### src/hw/rtl/cic_pkg.sv
// ----------------------------------------------------------------------------
// cic_pkg
// Shared types and constants of the CIC decimator.
// ----------------------------------------------------------------------------
package cic_pkg;

  // Width and reset value of the decimation ratio register
  localparam int unsigned RatioWidth = 7;
  localparam logic [RatioWidth-1:0] RatioReset = 7'd1;

  // Side-band control that travels with each sample through the cells
  typedef struct packed {
    logic valid;  // cell holds a sample
    logic dump;   // sample closes a decimation period
  } cell_ctrl_t;

endpackage

### src/hw/rtl/cic_integ_cell.sv
// ----------------------------------------------------------------------------
// cic_integ_cell
// One integrator cell: running sum plus an elastic output register.
// ----------------------------------------------------------------------------
module cic_integ_cell #(
  parameter int unsigned Width = 34
) (
  input  logic                clk_i,
  input  logic                rst_ni,
  input  cic_pkg::cell_ctrl_t in_ctrl_i,
  input  logic [Width-1:0]    in_data_i,
  output logic                in_ready_o,
  output cic_pkg::cell_ctrl_t out_ctrl_o,
  output logic [Width-1:0]    out_data_o,
  input  logic                out_ready_i
);

  logic [Width-1:0]    acc_q, acc_d;
  logic [Width-1:0]    data_q;
  cic_pkg::cell_ctrl_t ctrl_q;
  logic                take;

  assign in_ready_o = !ctrl_q.valid || out_ready_i;
  assign take       = in_ctrl_i.valid && in_ready_o;
  assign acc_d      = acc_q + in_data_i;

  always_ff @(posedge clk_i or negedge rst_ni) begin
    if (!rst_ni) begin
      acc_q  <= '0;
      ctrl_q <= '0;
    end else if (take) begin
      acc_q  <= acc_d;
      ctrl_q <= in_ctrl_i;
    end else if (out_ready_i) begin
      ctrl_q.valid <= 1'b0;
    end
  end

  // Payload register, no reset
  always_ff @(posedge clk_i) begin
    if (take) begin
      data_q <= acc_d;
    end
  end

  assign out_ctrl_o = ctrl_q;
  assign out_data_o = data_q;

endmodule

### src/hw/rtl/cic_comb_cell.sv
// ----------------------------------------------------------------------------
// cic_comb_cell
// One comb cell: first difference against the previous input it took.
// ----------------------------------------------------------------------------
module cic_comb_cell #(
  parameter int unsigned Width = 34
) (
  input  logic             clk_i,
  input  logic             rst_ni,
  input  logic             in_valid_i,
  input  logic [Width-1:0] in_data_i,
  output logic             in_ready_o,
  output logic             out_valid_o,
  output logic [Width-1:0] out_data_o,
  input  logic             out_ready_i
);

  logic [Width-1:0] prev_q;
  logic [Width-1:0] data_q;
  logic             valid_q;
  logic             take;

  assign in_ready_o = !valid_q || out_ready_i;
  assign take       = in_valid_i && in_ready_o;

  always_ff @(posedge clk_i or negedge rst_ni) begin
    if (!rst_ni) begin
      prev_q  <= '0;
      valid_q <= 1'b0;
    end else if (take) begin
      prev_q  <= in_data_i;
      valid_q <= 1'b1;
    end else if (out_ready_i) begin
      valid_q <= 1'b0;
    end
  end

  always_ff @(posedge clk_i) begin
    if (take) begin
      data_q <= in_data_i - prev_q;
    end
  end

  assign out_valid_o = valid_q;
  assign out_data_o  = data_q;

endmodule

### src/hw/rtl/cic_decimator_unit.sv
// ----------------------------------------------------------------------------
// cic_decimator_unit
// CIC decimator, order ORDER, differential delay one, full bit growth.
// ----------------------------------------------------------------------------
// Usage:
//   Input samples arrive on sample_in (valid/ready); one transaction per
//   cycle is sustained while the receiver does not stall. Each sample
//   runs through ORDER integrator cells. A phase counter at the input
//   marks every sample whose count reaches the decimation ratio; only
//   marked samples enter the ORDER comb cells, and each one leaves as one
//   transaction on sample_out (valid/ready). There is one register per
//   cell; throughput is one sample per cycle without stalls, set by the
//   single adder in each cell. Output is the raw sum with gain ratio^ORDER.
//   Every cell has its own valid bit and advances when empty or when its
//   neighbor takes its content, so a stalled receiver only freezes the
//   cells that are full; bubbles further up keep absorbing new input.
//   Reset clears integrators, comb delays, the phase counter and all valid
//   bits, and sets the ratio to one. Write the ratio through cfg_we_i and
//   cfg_wdata_i while idle; zero acts as one, values above MAX_RATIO
//   saturate. A changed ratio keeps the running phase count.
// ----------------------------------------------------------------------------
module cic_decimator_unit #(
  parameter int unsigned ORDER        = 3,
  parameter int unsigned SAMPLE_WIDTH = 16,
  parameter int unsigned MAX_RATIO    = 64,
  localparam int unsigned CntWidth    = $clog2(MAX_RATIO),
  localparam int unsigned ACC_WIDTH   = SAMPLE_WIDTH + ORDER * CntWidth
) (
  input  logic                                clk_i,
  input  logic                                rst_ni,
  input  logic                                cfg_we_i,
  input  logic [cic_pkg::RatioWidth-1:0]      cfg_wdata_i,
  input  logic                                sample_in_valid_i,
  output logic                                sample_in_ready_o,
  input  logic signed [SAMPLE_WIDTH-1:0]      sample_in_i,
  output logic                                sample_out_valid_o,
  input  logic                                sample_out_ready_i,
  output logic signed [ACC_WIDTH-1:0]         sample_out_o
);

  // Compare width: wide enough for the ratio register and for count + 1
  localparam int unsigned CmpWidth = (cic_pkg::RatioWidth > CntWidth + 1) ?
                                     cic_pkg::RatioWidth : CntWidth + 1;

  // ---------------------------------------------------------------- config
  logic [cic_pkg::RatioWidth-1:0] ratio_q;

  always_ff @(posedge clk_i or negedge rst_ni) begin
    if (!rst_ni) begin
      ratio_q <= cic_pkg::RatioReset;
    end else if (cfg_we_i) begin
      ratio_q <= cfg_wdata_i;
    end
  end

  // ---------------------------------------------------------- phase count
  logic [CntWidth-1:0] cnt_q, cnt_d;
  logic [CmpWidth-1:0] ratio_raw, ratio_eff, cnt_next;
  logic                dump;
  logic                in_take;

  assign ratio_raw = CmpWidth'(ratio_q);

  always_comb begin
    // Clamp ratio: zero acts as one, saturate at MAX_RATIO
    ratio_eff = ratio_raw;
    if (ratio_raw == '0) begin
      ratio_eff = CmpWidth'(1);
    end else if (ratio_raw > CmpWidth'(MAX_RATIO)) begin
      ratio_eff = CmpWidth'(MAX_RATIO);
    end
  end

  assign cnt_next = CmpWidth'(cnt_q) + CmpWidth'(1);
  assign dump     = (cnt_next >= ratio_eff);
  assign cnt_d    = dump ? '0 : cnt_next[CntWidth-1:0];
  assign in_take  = sample_in_valid_i && sample_in_ready_o;

  always_ff @(posedge clk_i or negedge rst_ni) begin
    if (!rst_ni) begin
      cnt_q <= '0;
    end else if (in_take) begin
      cnt_q <= cnt_d;
    end
  end

  // ------------------------------------------------------ integrator chain
  cic_pkg::cell_ctrl_t    integ_ctrl [ORDER+1];
  logic [ACC_WIDTH-1:0]   integ_data [ORDER+1];
  logic                   integ_rdy  [ORDER+1];

  assign integ_ctrl[0].valid = sample_in_valid_i;
  assign integ_ctrl[0].dump  = dump;
  // Sign-extend the sample to the accumulator width
  assign integ_data[0]       = {{(ACC_WIDTH-SAMPLE_WIDTH){sample_in_i[SAMPLE_WIDTH-1]}},
                                sample_in_i};
  assign sample_in_ready_o   = integ_rdy[0];

  for (genvar s = 0; s < ORDER; s++) begin : g_integ
    cic_integ_cell #(
      .Width(ACC_WIDTH)
    ) u_cell (
      .clk_i      (clk_i),
      .rst_ni     (rst_ni),
      .in_ctrl_i  (integ_ctrl[s]),
      .in_data_i  (integ_data[s]),
      .in_ready_o (integ_rdy[s]),
      .out_ctrl_o (integ_ctrl[s+1]),
      .out_data_o (integ_data[s+1]),
      .out_ready_i(integ_rdy[s+1])
    );
  end

  // ------------------------------------------------------------ comb chain
  logic                 comb_vld  [ORDER+1];
  logic [ACC_WIDTH-1:0] comb_data [ORDER+1];
  logic                 comb_rdy  [ORDER+1];

  // Only marked samples enter the combs; drop the others here
  assign comb_vld[0]      = integ_ctrl[ORDER].valid && integ_ctrl[ORDER].dump;
  assign comb_data[0]     = integ_data[ORDER];
  assign integ_rdy[ORDER] = comb_rdy[0] || !integ_ctrl[ORDER].dump;

  for (genvar s = 0; s < ORDER; s++) begin : g_comb
    cic_comb_cell #(
      .Width(ACC_WIDTH)
    ) u_cell (
      .clk_i      (clk_i),
      .rst_ni     (rst_ni),
      .in_valid_i (comb_vld[s]),
      .in_data_i  (comb_data[s]),
      .in_ready_o (comb_rdy[s]),
      .out_valid_o(comb_vld[s+1]),
      .out_data_o (comb_data[s+1]),
      .out_ready_i(comb_rdy[s+1])
    );
  end

  // Last comb cell doubles as the output register
  assign sample_out_valid_o = comb_vld[ORDER];
  assign sample_out_o       = comb_data[ORDER];
  assign comb_rdy[ORDER]    = sample_out_ready_i;

endmodule

### config.mk
export PLATFORM = sky130hd
export DESIGN_NAME = cic_decimator_unit
export DESIGN_NICKNAME = d
export VERILOG_FILES = /design/src/hw/rtl/cic_pkg.sv /design/src/hw/rtl/cic_integ_cell.sv /design/src/hw/rtl/cic_comb_cell.sv /design/src/hw/rtl/cic_decimator_unit.sv
export SDC_FILE = /design/constraint.sdc
export NUM_CORES = 1
export LEC_CHECK = 0
export BUFFER_PORTS_ARGS = -buffer_cell sky130_fd_sc_hd__buf_2
export CORE_MARGIN = 2
export CORE_UTILIZATION = 30
export CTS_BUF_LIST = sky130_fd_sc_hd__clkbuf_16
export DETAILED_ROUTE_END_ITERATION = 12
export GPL_ROUTABILITY_DRIVEN = 0
export GPL_TIMING_DRIVEN = 0
export SLEW_MARGIN = 20
export SYNTH_ARGS = -nofsm -noshare
export SYNTH_HDL_FRONTEND = slang
export SYNTH_SLANG_ARGS = --single-unit
### constraint.sdc
create_clock -name clk_i -period 6.7 [get_ports clk_i]
set_input_delay 0.335 -clock clk_i [delete_from_list [all_inputs] [get_ports clk_i]]
set_output_delay 0.335 -clock clk_i [all_outputs]
set_load 0.05 [all_outputs]
==> results_dict.tcl <==
set metrics [dict create \
    status "completed" \
    dominantRegCellSynth "dfrtp_1" \
    synth-seq-area-share_pct 45.6 \
    grt_max_degree 87 \
    async_reset_ff_share_pct 52.6 \
    std_cell_rows 107 \
    synth_nets 2839 \
    post_route_cells_drive_above_1_share_pct 10.3 \
    reg2reg_to "g_comb[0].u_cell.out_data_o[30]$_DFFE_PP_" \
    timing.reg2reg.setup_slack_ps 3010 \
    diodes 0 \
    timing.hold.worst.class "in -> reg" \
    layout.filler_cells 8716 \
    holdPathStages 3 \
    critical_path.startpoint_type "flop" \
    cts_num_sinks 430 \
    cell_at_the_root_of_the_clock_tree "clkbuf_16" \
    cts_inserted_buffers 49 \
    cts_post_setup_buffers_inserted 0 \
    post_drt_via_cell_ratio 4.63 \
    cts_hold_buffers_added 9 \
    h-tree-depth 2 \
    post_cts_resized 0 \
    floorplan.io_pins 64 \
    first_global_vias 17500 \
    worst-setup-path-type "reg -> reg" \
    reg2regPathDepth 13 \
    netlist_top_cells_count "342 x nand2_1, 225 x dfrtp_1, 206 x ha_1, 204 x edfxtp_1, 196 x o21ai_0" \
    track_usage_pct 11.5 \
    period_minus_slack_ps 3690 \
    post-synth-top-count-cell "nand2_1" \
    design.die.area_um2 88400 \
    detail_route.wl_per_cell_um 13.2 \
    setup.worst_path.start "g_integ[2].u_cell.out_data_o[0]$_DFFE_PP_" \
    clk-insertion-delay-late_ps 610 \
    final_max_slew_viol_count 0 \
    grt_overflow 0 \
    timing.critical_path.to_type "flop" \
    route.vias.total 18100 \
    initial_utilization_pct 30.3 \
    firstDrtPassIters 5 \
    hold_path_startpoint "sample_out_ready_i" \
    yosys_warnings 0 \
    ys_ff_latch 430 \
    antenna_violating_nets_remaining 0 \
    count_of_flip_flops_with_a_built_in_enable_after_synthesis 204 \
    total_standard_cell_area_after_synthesis_um2 25800 \
    fin_worst_skew_ps 43.9 \
    cts.reportedPaths.clkPinSlew_ps 60 \
    detail_route.drc_violations 0 \
    hpwl_um 38900 \
    synth_cell_type_count 77 \
    synthDominantAreaCellType "edfxtp_1" \
    dieHeight_um 297 \
    setup_total_negative_slack_ps 0 \
    tritoncts_clock_tree "yes" \
    dieWidth_um 297 \
    fin_crit_sh_pct 55.1 \
    tightest_pin_transition_ps 790 \
    crit_fanout 4 \
    r2r-start "g_integ[2].u_cell.out_data_o[0]$_DFFE_PP_" \
    cts_max_path_buffers 3 \
    final_number_of_setup_violating_endpoints 0 \
    dr.first_iter.drc_count 783 \
    synth_top_area_share_pct 23.7 \
    timing.critical_path.arrival_ps 4030 \
    rsz0062_at_grt "no" \
    grt_pass1_wl_um 86400 \
    report.final.hold_viol_count 0 \
    cells_after_synth 2599 \
    synth_area_leaders "edfxtp_1 24%, dfrtp_1 22%, ha_1 10%, nand2_1 5.0%, xnor2_1 4.4%" \
    antenna_found_initial 0 \
    layout-area-overhead-vs-synth_pct 14.4 \
    core-area_um2 85300 \
    final_net_count 2969 \
    drt_wl_total_um 51800 \
    holdPathEnd "g_comb[2].u_cell.out_valid_o$_DFFE_PN0P_" \
    fmaxAchievable_ghz 0.271 \
    io_buffer_count 62 \
    avgSynthCellArea_um2 9.93 \
    timing.max_cap.violations 0 \
    slew-limit-headroom_pct 46.7 \
    worst_ep_required_time_ps 7040 \
]
## worst max-delay path by stage
| stage | end | slack [ps] | depth (start not counted) |
|---|---|---|---|
| floorplan | g_integ[0].u_cell.out_data_o[0]$_DFFE_PP_ | 3110 | 8 |
| global placement | g_comb[2].u_cell.prev_q[0]$_DFFE_PN0P_ | 880 | 1 |
| detailed placement | g_comb[0].u_cell.out_data_o[30]$_DFFE_PP_ | 2990 | 13 |
| CTS | g_comb[0].u_cell.out_data_o[30]$_DFFE_PP_ | 2960 | 13 |
| global route | g_comb[0].u_cell.out_data_o[32]$_DFFE_PP_ | 2670 | 13 |
| finish | g_comb[0].u_cell.out_data_o[30]$_DFFE_PP_ | 3010 | 13 |
## through the flow
stage | setup slack (ps) | instances | utilization, % | hold WS (ps) | cell area [µm²]
4_1_cts | 2960 | 3913 | 34.6 | 12.6 | 29500
3_3_place_gp | 876 | 3805 | 32.3 | 464 | 27600
5_1_grt | 2670 | 3913 | 34.6 | 43.5 | 29500
6_report | 3010 | 3913 | 34.6 | 40.7 | 29500
2_1_floorplan | 3110 | 2599 | - | 39.4 | 25800
3_5_place_dp | 2990 | 3813 | 32.5 | 342 | 27800
## routing by layer
layer / share of wire, % / track usage (%)
met5: 0 / 0
met4: 2.2 / 3.10
met3: 3.4 / 1.75
met2: 45 / 19.2
met1: 49 / 15.5
## logic make-up after synthesis
family          count (synthesis)  share of synthesized area (%)
flops                         430                           45.6
compound gates                733                           18.0
simple gates                  689                           12.0
xor+xnor                      185                           6.28
fa+ha+maj                     212                           10.5
buf+inv                       283                           4.63
mux                            67                           2.90
## cells in the final DEF, fill, tap and decap left out, types with 115 or more instances in the layout
master and instances:
dfrtp_1 225, ha_1 206, xnor2_1 131, edfxtp_1 204
o21ai_0 196, inv_1 179, nand2_1 342, a21oi_1 181
a21o_1 136, nor2_1 115
## sequential cells by signal, summed over array words and instances (netlist names)
signal                     flops
cnt_q                          6
g_comb.u_cell.out_valid_o      3
g_comb.u_cell.out_data_o     102
g_integ.u_cell.out_data_o    102
g_comb.u_cell.prev_q         102
g_integ.u_cell.acc_q         102
g_integ.u_cell.out_ctrl_o      6
ratio_q                        7
## final cells by class
cell class	count	area, µm²	area share (%)
Clock buffer	51	1280	4.32
Inverter	169	634	2.15
Tap cell	1144	1430	4.85
Clock inverter	40	417	1.41
Timing Repair Buffer	79	593	2.01
Multi-Input combinational cell	1886	12800	43.5
Sequential cell	430	11800	39.9
Buffer	114	568	1.92
## critical path, stage by stage, from the launching register on
cell	delay (ps)
edfxtp_1	390
inv_1	80
ha_1	160
inv_1	50
fa_1	410
a211oi_1	320
nor3_1	130
o41ai_2	440
a211oi_1	160
or3_1	440
a21oi_1	330
o21a_1	250
o21ai_0	120
xnor2_1	140
Power is not shown: default switching activity piles up to over one toggle a cycle in this logic, so the estimate is an artifact.
